**config.mk**
```make
export PLATFORM = sky130hd
export DESIGN_NAME = counted_multiset_table_core
export DESIGN_NICKNAME = d
export VERILOG_FILES = /design/src/sv/cmt_pkg.sv /design/src/sv/cmt_ctrl.sv /design/src/sv/cmt_datapath.sv /design/src/sv/counted_multiset_table_core.sv
export SDC_FILE = /design/constraint.sdc
export NUM_CORES = 2
export LEC_CHECK = 0
export CORE_MARGIN = 1
export CORE_UTILIZATION = 60
export CTS_BUF_LIST = sky130_fd_sc_hd__clkbuf_8
export DETAILED_ROUTE_END_ITERATION = 6
export DONT_BUFFER_PORTS = 1
export GPL_TIMING_DRIVEN = 0
export PLACE_DENSITY = 0.76
export SLEW_MARGIN = 0
export SYNTH_ARGS = -nofsm -noshare
export SYNTH_HDL_FRONTEND = slang
export SYNTH_SLANG_ARGS = --single-unit
```
**constraint.sdc**
```tcl
create_clock -name clk_i -period 6.18 [get_ports clk_i]
set_input_delay 1.236 -clock clk_i [delete_from_list [all_inputs] [get_ports clk_i]]
set_output_delay 1.236 -clock clk_i [all_outputs]
set_load 0.005 [all_outputs]
```
**src/sv/cmt_pkg.sv**
```systemverilog
// Package for the counted multiset table: operation codes, the controller
// command and status words, and fixed field widths of the ports.
// No dependencies.
package cmt_pkg;

  localparam int ModeBits  = 3;
  localparam int ValueWBits = 32;
  localparam int RankBits  = 5;
  localparam int CntOutBits = 16;
  localparam int TotalBits = 21;
  localparam int LiveBits  = 6;
  localparam int SlotsBits = 6;

  typedef enum logic [ModeBits-1:0] {
    MODE_INSERT    = 3'd0,
    MODE_ERASE_ONE = 3'd1,
    MODE_ERASE_ALL = 3'd2,
    MODE_COUNT     = 3'd3,
    MODE_GET       = 3'd4
  } mode_e;

  // controller to datapath
  typedef struct packed {
    logic start;       // latch the incoming word and arm the scan
    logic issue;       // read the next slot
    logic clear_step;  // zero one slot of the clearing pass
    logic finish;      // commit the update and load the result register
  } dp_cmd_t;

  // datapath to controller
  typedef struct packed {
    logic more;        // slots left to read in this scan
    logic scan_done;   // scan finished, result known
    logic clear_last;  // clearing pass at its last slot
    logic out_free;    // result register can take a word this cycle
  } dp_status_t;

endpackage

```
**src/sv/cmt_ctrl.sv**
```systemverilog
// Controller state machine for the counted multiset table.
// Uses cmt_pkg for the command and status words.
module cmt_ctrl
  import cmt_pkg::*;
(
  input  logic       clk_i,
  input  logic       rst_ni,
  input  logic       in_valid_i,
  input  logic       cfg_we_i,
  input  dp_status_t status_i,
  output logic       in_ready_o,
  output dp_cmd_t    cmd_o
);

  typedef enum logic [3:0] {
    S_CLEAR  = 4'b0001,
    S_IDLE   = 4'b0010,
    S_SCAN   = 4'b0100,
    S_FINISH = 4'b1000
  } state_e;

  state_e state_q, state_d;

  always_comb begin
    state_d    = state_q;
    cmd_o      = '0;
    in_ready_o = 1'b0;
    unique case (state_q)
      S_CLEAR: begin
        cmd_o.clear_step = 1'b1;
        if (status_i.clear_last) state_d = S_IDLE;
      end
      S_IDLE: begin
        in_ready_o = 1'b1;
        if (in_valid_i) begin
          cmd_o.start = 1'b1;
          state_d     = S_SCAN;
        end
      end
      S_SCAN: begin
        cmd_o.issue = status_i.more;
        if (status_i.scan_done) state_d = S_FINISH;
      end
      S_FINISH: begin
        if (status_i.out_free) begin
          cmd_o.finish = 1'b1;
          state_d      = S_IDLE;
        end
      end
      default: state_d = S_CLEAR;
    endcase
    // a register write empties the table: restart the clearing pass
    if (cfg_we_i) begin
      state_d    = S_CLEAR;
      cmd_o      = '0;
      in_ready_o = 1'b0;
    end
  end

  always_ff @(posedge clk_i or negedge rst_ni) begin
    if (!rst_ni) begin
      state_q <= S_CLEAR;
    end else begin
      state_q <= state_d;
    end
  end

endmodule

```
**src/sv/cmt_datapath.sv**
```systemverilog
// Datapath of the counted multiset table: slot memory, scan registers,
// running totals and the result register. Uses cmt_pkg.
module cmt_datapath
  import cmt_pkg::*;
#(
  parameter int CAPACITY   = 32,
  parameter int VALUE_BITS = 32,
  parameter int COUNT_BITS = 16
) (
  input  logic                  clk_i,
  input  logic                  rst_ni,
  input  dp_cmd_t               cmd_i,
  output dp_status_t            status_o,
  input  logic                  cfg_we_i,
  input  logic [SlotsBits-1:0]  cfg_wdata_i,
  input  logic [ModeBits-1:0]   mode_i,
  input  logic [ValueWBits-1:0] item_value_i,
  input  logic [RankBits-1:0]   rank_i,
  output logic                  out_valid_o,
  input  logic                  out_ready_i,
  output logic                  ok_o,
  output logic [CntOutBits-1:0] count_out_o,
  output logic [ValueWBits-1:0] item_out_o,
  output logic [TotalBits-1:0]  total_items_o,
  output logic [LiveBits-1:0]   unique_items_o,
  output logic                  is_empty_o
);

  localparam int IW = (CAPACITY > 1) ? $clog2(CAPACITY) : 1;
  localparam int CW = $clog2(CAPACITY + 1);
  localparam int LW = (CW > SlotsBits) ? CW : SlotsBits;
  localparam int EW = COUNT_BITS + VALUE_BITS;
  localparam logic [COUNT_BITS-1:0] CountMax = {COUNT_BITS{1'b1}};

  // slot memory: {count, value}
  logic [EW-1:0] mem [CAPACITY];

  logic [SlotsBits-1:0]  slots_q;
  logic [TotalBits-1:0]  total_q, total_d;
  logic [LiveBits-1:0]   live_q, live_d;
  logic [LW-1:0]         scan_q, lim;
  mode_e                 mode_q;
  logic [VALUE_BITS-1:0] val_q;
  logic [RankBits-1:0]   rank_q, seen_q;
  logic                  no_scan_q;
  logic                  rv_q;
  logic [IW-1:0]         rd_idx_q;
  logic [EW-1:0]         rdata_q;
  logic                  found_q, free_q;
  logic [IW-1:0]         hit_idx_q, free_idx_q;
  logic [COUNT_BITS-1:0] hit_cnt_q;
  logic [VALUE_BITS-1:0] hit_val_q;

  logic [COUNT_BITS-1:0] rd_cnt;
  logic [VALUE_BITS-1:0] rd_val;
  logic                  rd_live;

  logic                  fin_we;
  logic [IW-1:0]         fin_idx;
  logic [COUNT_BITS-1:0] fin_cnt;
  logic                  res_ok;
  logic [COUNT_BITS-1:0] res_cnt;
  logic [VALUE_BITS-1:0] res_item;

  logic                  mem_we;
  logic [IW-1:0]         mem_widx;
  logic [EW-1:0]         mem_wdata;

  logic                  out_valid_q;

  // usable slots: a register value above the capacity acts as the capacity
  always_comb begin
    if (LW'(slots_q) > LW'(CAPACITY)) lim = LW'(CAPACITY);
    else                              lim = LW'(slots_q);
  end

  assign rd_cnt  = rdata_q[EW-1:VALUE_BITS];
  assign rd_val  = rdata_q[VALUE_BITS-1:0];
  assign rd_live = (rd_cnt != '0);

  assign status_o.more       = !no_scan_q && !found_q && (scan_q < lim);
  assign status_o.scan_done  = found_q || (!status_o.more && !rv_q);
  assign status_o.clear_last = (scan_q == LW'(CAPACITY - 1));
  assign status_o.out_free   = !out_valid_q || out_ready_i;

  // commit of one operation
  always_comb begin
    fin_we   = 1'b0;
    fin_idx  = hit_idx_q;
    fin_cnt  = '0;
    res_ok   = 1'b0;
    res_cnt  = '0;
    res_item = '0;
    total_d  = total_q;
    live_d   = live_q;
    case (mode_q)
      MODE_INSERT: begin
        if (found_q) begin
          res_cnt = hit_cnt_q;
          if (hit_cnt_q != CountMax) begin
            fin_we  = 1'b1;
            fin_cnt = hit_cnt_q + COUNT_BITS'(1);
            res_cnt = fin_cnt;
            res_ok  = 1'b1;
            total_d = total_q + TotalBits'(1);
          end
        end else if (free_q) begin
          fin_we  = 1'b1;
          fin_idx = free_idx_q;
          fin_cnt = COUNT_BITS'(1);
          res_cnt = fin_cnt;
          res_ok  = 1'b1;
          total_d = total_q + TotalBits'(1);
          live_d  = live_q + LiveBits'(1);
        end
      end
      MODE_ERASE_ONE: begin
        if (found_q) begin
          fin_we  = 1'b1;
          fin_cnt = hit_cnt_q - COUNT_BITS'(1);
          res_cnt = fin_cnt;
          res_ok  = 1'b1;
          total_d = total_q - TotalBits'(1);
          if (fin_cnt == '0) live_d = live_q - LiveBits'(1);
        end
      end
      MODE_ERASE_ALL: begin
        if (found_q) begin
          fin_we  = 1'b1;
          res_cnt = hit_cnt_q;
          res_ok  = 1'b1;
          total_d = total_q - TotalBits'(hit_cnt_q);
          live_d  = live_q - LiveBits'(1);
        end
      end
      MODE_COUNT: begin
        if (found_q) begin
          res_cnt = hit_cnt_q;
          res_ok  = 1'b1;
        end
      end
      MODE_GET: begin
        if (found_q) begin
          res_cnt  = hit_cnt_q;
          res_item = hit_val_q;
          res_ok   = 1'b1;
        end
      end
      default: ;
    endcase
  end

  // single write port: clearing pass or commit
  always_comb begin
    mem_we    = cmd_i.clear_step || (cmd_i.finish && fin_we);
    mem_widx  = cmd_i.clear_step ? scan_q[IW-1:0] : fin_idx;
    mem_wdata = cmd_i.clear_step ? '0 : {fin_cnt, val_q};
  end

  always_ff @(posedge clk_i) begin
    if (mem_we) mem[mem_widx] <= mem_wdata;
    if (cmd_i.issue) rdata_q <= mem[scan_q[IW-1:0]];
  end

  // control registers
  always_ff @(posedge clk_i or negedge rst_ni) begin
    if (!rst_ni) begin
      slots_q     <= SlotsBits'(32);
      total_q     <= '0;
      live_q      <= '0;
      scan_q      <= '0;
      rv_q        <= 1'b0;
      found_q     <= 1'b0;
      free_q      <= 1'b0;
      no_scan_q   <= 1'b0;
      out_valid_q <= 1'b0;
    end else begin
      rv_q <= cmd_i.issue;
      if (cmd_i.issue || cmd_i.clear_step) scan_q <= scan_q + LW'(1);
      if (cmd_i.start) begin
        scan_q    <= '0;
        found_q   <= 1'b0;
        free_q    <= 1'b0;
        no_scan_q <= (mode_i > ModeBits'(MODE_GET)) ||
                     ((mode_i == ModeBits'(MODE_GET)) &&
                      (LiveBits'(rank_i) >= live_q));
      end
      if (rv_q && !found_q) begin
        if (mode_q == MODE_GET) begin
          if (rd_live && seen_q == rank_q) found_q <= 1'b1;
        end else begin
          if (rd_live && rd_val == val_q) found_q <= 1'b1;
          if (mode_q == MODE_INSERT && !rd_live && !free_q) free_q <= 1'b1;
        end
      end
      if (cmd_i.finish) begin
        total_q     <= total_d;
        live_q      <= live_d;
        out_valid_q <= 1'b1;
      end else if (out_ready_i) begin
        out_valid_q <= 1'b0;
      end
      if (cfg_we_i) begin
        slots_q <= cfg_wdata_i;
        total_q <= '0;
        live_q  <= '0;
        scan_q  <= '0;
      end
    end
  end

  // payload registers
  always_ff @(posedge clk_i) begin
    if (cmd_i.start) begin
      mode_q <= mode_e'(mode_i);
      val_q  <= VALUE_BITS'(item_value_i);
      rank_q <= rank_i;
      seen_q <= '0;
    end
    if (cmd_i.issue) rd_idx_q <= scan_q[IW-1:0];
    if (rv_q && !found_q) begin
      if (mode_q == MODE_GET) begin
        if (rd_live) begin
          if (seen_q == rank_q) begin
            hit_idx_q <= rd_idx_q;
            hit_cnt_q <= rd_cnt;
            hit_val_q <= rd_val;
          end else begin
            seen_q <= seen_q + RankBits'(1);
          end
        end
      end else begin
        if (rd_live && rd_val == val_q) begin
          hit_idx_q <= rd_idx_q;
          hit_cnt_q <= rd_cnt;
        end
        if (!rd_live && !free_q) free_idx_q <= rd_idx_q;
      end
    end
    if (cmd_i.finish) begin
      ok_o           <= res_ok;
      count_out_o    <= CntOutBits'(res_cnt);
      item_out_o     <= ValueWBits'(res_item);
      total_items_o  <= total_d;
      unique_items_o <= live_d;
      is_empty_o     <= (live_d == '0);
    end
  end

  assign out_valid_o = out_valid_q;

endmodule

```
**src/sv/counted_multiset_table_core.sv**
```systemverilog
// Top level of the counted multiset table: controller and datapath.
// Depends on cmt_pkg, cmt_ctrl and cmt_datapath.
//
//  channel   direction  handshake               payload
//  in        input      in_valid_i/in_ready_o    mode_i, item_value_i, rank_i
//  out       output     out_valid_o/out_ready_i  ok_o, count_out_o, item_out_o,
//                                                total_items_o, unique_items_o,
//                                                is_empty_o
//  cfg       input      cfg_we_i                 cfg_wdata_i (slots_in_use)
//
// Scan: each word is served by a linear scan of the single-read-port slot
//   memory, one slot per cycle; a scan stops early at a match. Get with an
//   out-of-range rank, an unused mode or a table with no usable slots reads
//   no slot at all.
// Reset: a clearing pass over all CAPACITY slots zeroes the slot memory; no word
//   is accepted during it. A configuration write restarts the same pass and
//   holds ready low in its cycle.
// Stalls: the next word is accepted while the result register still waits;
//   the commit of that next word holds until the result register is free.
module counted_multiset_table_core
  import cmt_pkg::*;
#(
  parameter int CAPACITY   = 32,
  parameter int VALUE_BITS = 32,
  parameter int COUNT_BITS = 16
) (
  input  logic                  clk_i,
  input  logic                  rst_ni,
  input  logic                  in_valid_i,
  output logic                  in_ready_o,
  input  logic [ModeBits-1:0]   mode_i,
  input  logic [ValueWBits-1:0] item_value_i,
  input  logic [RankBits-1:0]   rank_i,
  output logic                  out_valid_o,
  input  logic                  out_ready_i,
  output logic                  ok_o,
  output logic [CntOutBits-1:0] count_out_o,
  output logic [ValueWBits-1:0] item_out_o,
  output logic [TotalBits-1:0]  total_items_o,
  output logic [LiveBits-1:0]   unique_items_o,
  output logic                  is_empty_o,
  input  logic                  cfg_we_i,
  input  logic [SlotsBits-1:0]  cfg_wdata_i
);

  dp_cmd_t    cmd;
  dp_status_t status;

  // sequence: clearing pass, wait for a word, scan, commit
  cmt_ctrl u_ctrl (
    .clk_i      (clk_i),
    .rst_ni     (rst_ni),
    .in_valid_i (in_valid_i),
    .cfg_we_i   (cfg_we_i),
    .status_i   (status),
    .in_ready_o (in_ready_o),
    .cmd_o      (cmd)
  );

  // slot memory, match search and the result register
  cmt_datapath #(
    .CAPACITY   (CAPACITY),
    .VALUE_BITS (VALUE_BITS),
    .COUNT_BITS (COUNT_BITS)
  ) u_dp (
    .clk_i          (clk_i),
    .rst_ni         (rst_ni),
    .cmd_i          (cmd),
    .status_o       (status),
    .cfg_we_i       (cfg_we_i),
    .cfg_wdata_i    (cfg_wdata_i),
    .mode_i         (mode_i),
    .item_value_i   (item_value_i),
    .rank_i         (rank_i),
    .out_valid_o    (out_valid_o),
    .out_ready_i    (out_ready_i),
    .ok_o           (ok_o),
    .count_out_o    (count_out_o),
    .item_out_o     (item_out_o),
    .total_items_o  (total_items_o),
    .unique_items_o (unique_items_o),
    .is_empty_o     (is_empty_o)
  );

endmodule

```
## After elaboration in Yosys (flattened, before gate mapping)

Memories as Yosys holds them, arrays and structs flattened. A register that Yosys moved wholly into a read port is not among the register bits.
Index checks and enable logic that the tools add are counted.

| storage, ports and cells | value |
|---|---|
| register bits after elaboration | 233 |
| latch bits | 0 |
| memory bits (writable) | 1536 |
| memories | 1 |
| bits in read-only memories | 0 |

Memories:

| name | depth | width | rd ports | clocked after memory_dff | wr ports | line | source |
|---|---|---|---|---|---|---|---|
| u_dp.mem | 32 | 48 | 1 | 1 | 1 | cmt_datapath.sv:36 | `logic [EW-1:0] mem [CAPACITY];` |

| operators by class | value |
|---|---|
| $add $sub $neg | 9 |
| div/mod/pow operators | 0 |
| shift-type cells | 0 |
| bitwise gates (word level) | 1 |
| mux-type cells | 81 |
| multiply operators | 0 |
| eq/ne operators | 19 |
| reduce and logical (&&, ||, !) cells | 39 |
| $lt $le $gt $ge | 4 |

Operators by type and width:

| cell | number |
|---|---|
| two-way mux 16 bit | 10 |
| two-way mux 21 bit | 7 |
| two-way mux 6 bit | 11 |
| two-way mux 5 bit | 13 |
| case mux 21 bit (3 select lines) | 1 |
| two-way mux 48 bit | 1 |
| case mux 16 bit (3 select lines) | 1 |
| == test 32 bit | 1 |
| case mux 16 bit (2 select lines) | 1 |
| two-way mux 1 bit | 26 |
| two-way mux 4 bit | 6 |
| adder 21 x 1 -> 21 bit (second input constant) | 1 |
| subtractor 21 x 1 -> 21 bit (second input constant) | 1 |
| subtractor 21 x 16 -> 21 bit | 1 |
| case mux 6 bit (3 select lines) | 1 |
| adder 16 x 1 -> 16 bit (second input constant) | 1 |
| zero test 16 bit | 1 |
| inequality test 16 bit (second input constant) | 1 |
| case mux 4 bit (4 select lines) | 1 |
| nonzero test 16 bit | 1 |
| subtractor 16 x 1 -> 16 bit (second input constant) | 1 |
| adder 6 x 1 -> 6 bit (second input constant) | 2 |
| inequality test 3 bit (second input constant) | 4 |
| AND reduction 4 bit | 3 |
| other kinds (31) | 56 |

## Depth between registers and ports, before layout

| depth | value |
|---|---|
| depth in word-level cells | 11 |
| depth in mapped cells | 12 |
| gate-level depth less buffers | 12 |

## Cells and area by module

A second synthesis with hierarchy kept.

| unflattened totals | value |
|---|---|
| cell total of the unflattened synthesis | 3614 |
| area total of the unflattened synthesis | 72919.9 um^2 |

By module, submodules not included:

| module | seq. area each (um^2) | instances | area an instance (um^2) | cells an instance |
|---|---|---|---|---|
| cmt_datapath | 54173.2 | 1 | 72667.2 | 3588 |
| cmt_ctrl | 101.3 | 1 | 252.7 | 26 |

## Worst setup path before layout

OpenSTA, ideal clock, no wires.

| timing path | value |
|---|---|
| path type | input to register |
| from | in cfg_we_i |
| to | mem u_dp.mem[0][0] (netlist name), enable pin |
| required time | 5.726 ns |
| stages | 7 |
| library setup time | 0.454 ns |
| data arrival time | 4.719 ns |
| buffers on the path | 2 |
| path slack | 1.007 ns |
| cells stage by stage | nor3_2 > and3_1 > clkbuf_1 > clkbuf_1 > o21ai_1 > or3_1 > nor2_1 |

| between the ends | value |
|---|---|
| longest elaborated chain between the ends | 5 |
| elaborated cells between the ends (all ways) | 6 |
| those cells by class | mux (4); reduce/logical (2) |

Ends and longest elaborated chain:

| what | line | source |
|---|---|---|
| start, declared | counted_multiset_table_core.sv:42 | `input logic cfg_we_i,` |
| two-way mux 4 bit (*) | cmt_ctrl.sv:53 | `if (cfg_we_i) begin` |
| logical AND 1 bit | cmt_datapath.sv:155 | `mem_we = cmd_i.clear_step \|\| (cmd_i.finish && fin_we);` |
| logical OR 1 bit | cmt_datapath.sv:155 |  |
| two-way mux 1 bit | cmt_datapath.sv:161 | `if (mem_we) mem[mem_widx] <= mem_wdata;` |
| two-way mux 1 bit (implied by the code) | cmt_datapath.sv:161 |  |
| end, declared | cmt_datapath.sv:36 |  |

Every way passes the cells marked *; elsewhere a longest branch is shown, timed or not.

## Final worst setup path

| timing path | value |
|---|---|
| from | reg u_dp.scan_q[0] |
| to | mem u_dp.mem[3][21] (netlist name), enable pin |

| between the ends | value |
|---|---|
| longest elaborated chain between the ends | 1 |

Ends and longest elaborated chain:

| what | line | source |
|---|---|---|
| start, declared | cmt_datapath.sv:41 | `logic [LW-1:0] scan_q, lim;` |
| start signal, assigned | cmt_datapath.sv:179 | `if (cmd_i.issue \|\| cmd_i.clear_step) scan_q <= scan_q + LW'(1);` |
| two-way mux 5 bit | cmt_datapath.sv:156 | `mem_widx = cmd_i.clear_step ? scan_q[IW-1:0] : fin_idx;` |

No other way between the ends.

==> flow_summary.yaml <==
timing:
  fin_ws_ns: 1.03
  fmax_mhz: 194
  rsz0062_at_grt: "no"
  tightest_slew_ns: 1.51
  timing.final.crit_period_ns: 5.15
  post-route-period-util_pct: 83.3
  fin_hold_ws_ns: 0.0758
  hold_viol_final: 0
  setup_violations: 0
  relSlewSlack_pct: -0.980
  finalMaxSlewViolations: 11
  clock_skew_ns: 0.0962
synthesis:
  synthFlopType: "edfxtp_1"
  yosysTopAreaCell: "edfxtp_1"
  async_reset_ff_share_pct: 2.64
  synth_area_leaders: "edfxtp_1 (73%), mux4_2 (15%), dfrtp_1 (1.6%), mux2_2 (0.84%), clkbuf_1 (0.70%)"
  seq_area_frac_synth_pct: 74.7
  ys_warn_count: 0
  synth-seq-cells: 1817
  synth.top_cell.area_share_pct: 72.9
  mappedNetlistArea_mm2: 0.0727
  syn_avg_cell_area_um2: 20.5
  syn_nets: 3639
  synth_edf_count: 1764
  yosys.cell_types.count: 88
  synth_cells: 3551
finish:
  final_core_util_pct: 68.3
  area_delta_synth_final_pct: 12.8
  final_cells: 5748
  drive_above_1_share_pct: 25.7
  fillers: 7150
  final_common_cell: "edfxtp_1"
  layout_common_cells: "edfxtp_1 (1764), mux4_2 (480), clkbuf_8 (303)"
  final_nets: 4029
power:
  p_leak_uw: 0.0263
  total_power_uw: 27700
  p_int_uw: 20600
  power_frac_clock_pct: 33.5
  swShare_pct: 25.6
  pwr-share-seq_pct: 51.3
  p_comb_share_pct: 15.2
  peakVddDrop_uv: 281
  power_density_mw_per_mm2: 338
  netSwitchingPower_uw: 7090
setup_path:
  cp_top_family: "buffers and inverters"
  cp_num_buf_inv: 5
  critPathLaunchType: "register"
  cp_slowest_cell: "nor2_4"
  arrival_ns: 5.80
  cp.depth: 9
  cp_cell_sequence: "buf_2 > buf_2 > buf_1 > nand2_1 > o21ai_0 > nand3_1 > nor2_4 > buf_12 > buf_12"
  rr_worst_depth: 9
  slowest_delay_ns: 0.85
  worstPathMaxFanout: 21
  required_ns: 6.84
  critPathKind: "reg2reg"
  end_kind: "register"
clocking:
  cts_setup_buffers: 0
  clock_path_buffers: 4
  cts_tree: "yes"
  cts_made_buffers: 296
  clock-root-buffer: "clkbuf_8"
  cts_sinks: 1817
  path_clk_slew_ns: 0.06
  htreeDepth: 5
  clk_latency_ns: 1.04
die:
  die_area_mm2: 0.123
  start_util_pct: 60.6
  core_mm2: 0.120
  num_rows: 127
  pin_count: 130
  die_h_um: 350
  die_x_um: 350
placement:
  finalWeightedCongestion: 0.941
  place_ws_ns: 1.17
  dpl.cell_count: 5252
  numPortBuffers: 0
  dpl.hpwl_um: 128000
grt:
  grt_pass1_wl_um: 277000
  antenna_found_initial: 4
  grt_max_degree: 55
  grt_overflow_total: 0
  grt_pass1_vias: 38975
  grt_usage_pct: 32.6
outcome:
  violations: "DRC, capacitance limit, slew limit"
  status: "finished, violations left"
run:
  drv_cap: 2
detailed_routing:
  drt-initial-drc-count: 5810
  viasPerCell: 6.83
  wl_per_cell_um: 34.2
  ant_nets: 0
  drcViolationCount: 1
  wl_um: 197000
  firstDrtPassIters: 7
  num_vias: 39240
worst_hold_path:
  hold_path_class: "in2async"
kinds of logic (layout without fill, tap and decap cells):
group | Yosys count | after routing | synth area share [%]
AO/OA/AOI/OAI | 301 | 301 | 2.81
buffers and inverters | 249 | 831 | 1.33
adder cells (fa/ha/maj) | 37 | 37 | 0.647
multiplexers | 542 | 542 | 15.8
flip-flops | 1817 | 1817 | 74.7
XOR/XNOR | 79 | 79 | 0.952
other | 0 | 3 | 0
AND/OR/NAND/NOR | 526 | 526 | 3.77
power groups by stage:
stage               logic [uW]  registers, uW  clock network [uW]
global placement          3950          14500                   0
global route              4400          14200                9890
CTS                       4190          14200                9380
floorplan                 2770          14400                   0
finish                    4200          14200                9290
detailed placement        4160          14500                   0
cell usage after synthesis (5+ instances only):
library cell and instances:
and4_1 5, nor3_1 40, mux2i_1 8, and3_1 43
and2_1 39, o21a_1 5, nand4_1 23, buf_2 15
edfxtp_1 1764, a22o_1 20, clkbuf_1 136, mux4_2 480
xor2_1 31, nor2_1 122, nand2b_1 15, or3_1 13
mux2_2 54, a221o_1 8, a21o_1 15, nor4_1 19
o22ai_1 12, a22oi_1 8, a21oi_1 61, a211oi_1 7
xnor2_1 48, dfrtp_1 46, o21ai_0 73, buf_1 42
o211ai_1 8, nand2_1 119, nor2b_1 7, a221oi_1 5
dfxtp_1 5, nand3_1 43, o221ai_1 10, ha_1 36
o31ai_1 7, o21ai_1 11, inv_1 50, a31oi_1 9
routing by layer:
metal / GRT usage, % / vias up / share of wire (%)
li1: - / 15549 / -
met1: 44.1 / 20301 / 36
met2: 51.1 / 2941 / 48
met3: 8.79 / 447 / 12
met4: 13.1 / 2 / 3.9
met5: 0 / - / 0.0066
repair_timing:
| action | in CTS | in global routing |
|---|---|---|
| resized for setup | 0 | 0 |
| hold endpoints to repair | 48 | 0 |
| hold buffers | 1 | 0 |
worst paths after layout:
| kind | slack [ns] | endpoint | from |
|---|---|---|---|
| max | 1.03 | u_dp.mem[3][21] | u_dp.scan_q[0] |
| min | 0.08 | u_dp.total_q[18] | rst_ni |
| max reg2reg | 1.03 | u_dp.mem[3][21] | u_dp.scan_q[0] |
| min reg2reg | 0.45 | u_dp.hit_cnt_q[10] | u_dp.rdata_q[42] |
| max in group asynchronous | 5.82 | u_dp.total_q[12] | rst_ni |
| min in group clk_i | 0.30 | u_dp.mode_q[0] | mode_i[0] |
sequential cells by signal (all words and copies together), names as in the netlist, 3 cells and up:
name	flops
u_dp.count_out_o	16
u_dp.total_items_o	21
u_dp.live_q	6
u_dp.hit_val_q	32
u_dp.slots_q	6
u_dp.mem	1536
u_dp.val_q	32
u_dp.seen_q	5
u_dp.mode_q	3
u_ctrl.state_q	4
u_dp.unique_items_o	6
u_dp.free_idx_q	5
u_dp.scan_q	6
u_dp.hit_idx_q	5
u_dp.total_q	21
u_dp.rdata_q	48
u_dp.rank_q	5
u_dp.hit_cnt_q	16
u_dp.rd_idx_q	5
u_dp.item_out_o	32
layout make-up:
cell class	count	area, um2	share of cell area [%]
well taps	1612	2020	2.46
flip-flops and latches	1817	54300	66.2
clock inverters	187	897	1.09
diodes	3	7.51	0.00916
plain buffers	195	766	0.934
multi-input cells	1485	17700	21.6
clock buffers	303	4170	5.09
repair buffers	92	1880	2.29
inverters	54	205	0.250
metrics by stage:
stage	setup TNS, ns	instance area (um2)
floorplan	0	72700
global placement	-3591.59	74700
detailed placement	0	76800
CTS	0	81900
global route	0	81900
finish	0	82000
worst reg2reg max path, cell delays in order, from the launching register on:
cell and delay [ns]:
dfrtp_1 0.44, buf_2 0.50, buf_2 0.53, buf_1 0.83
nand2_1 0.10, o21ai_0 0.21, nand3_1 0.74, nor2_4 0.85
buf_12 0.29, buf_12 0.25
No activity file was read; power rests on OpenSTA's default activity.
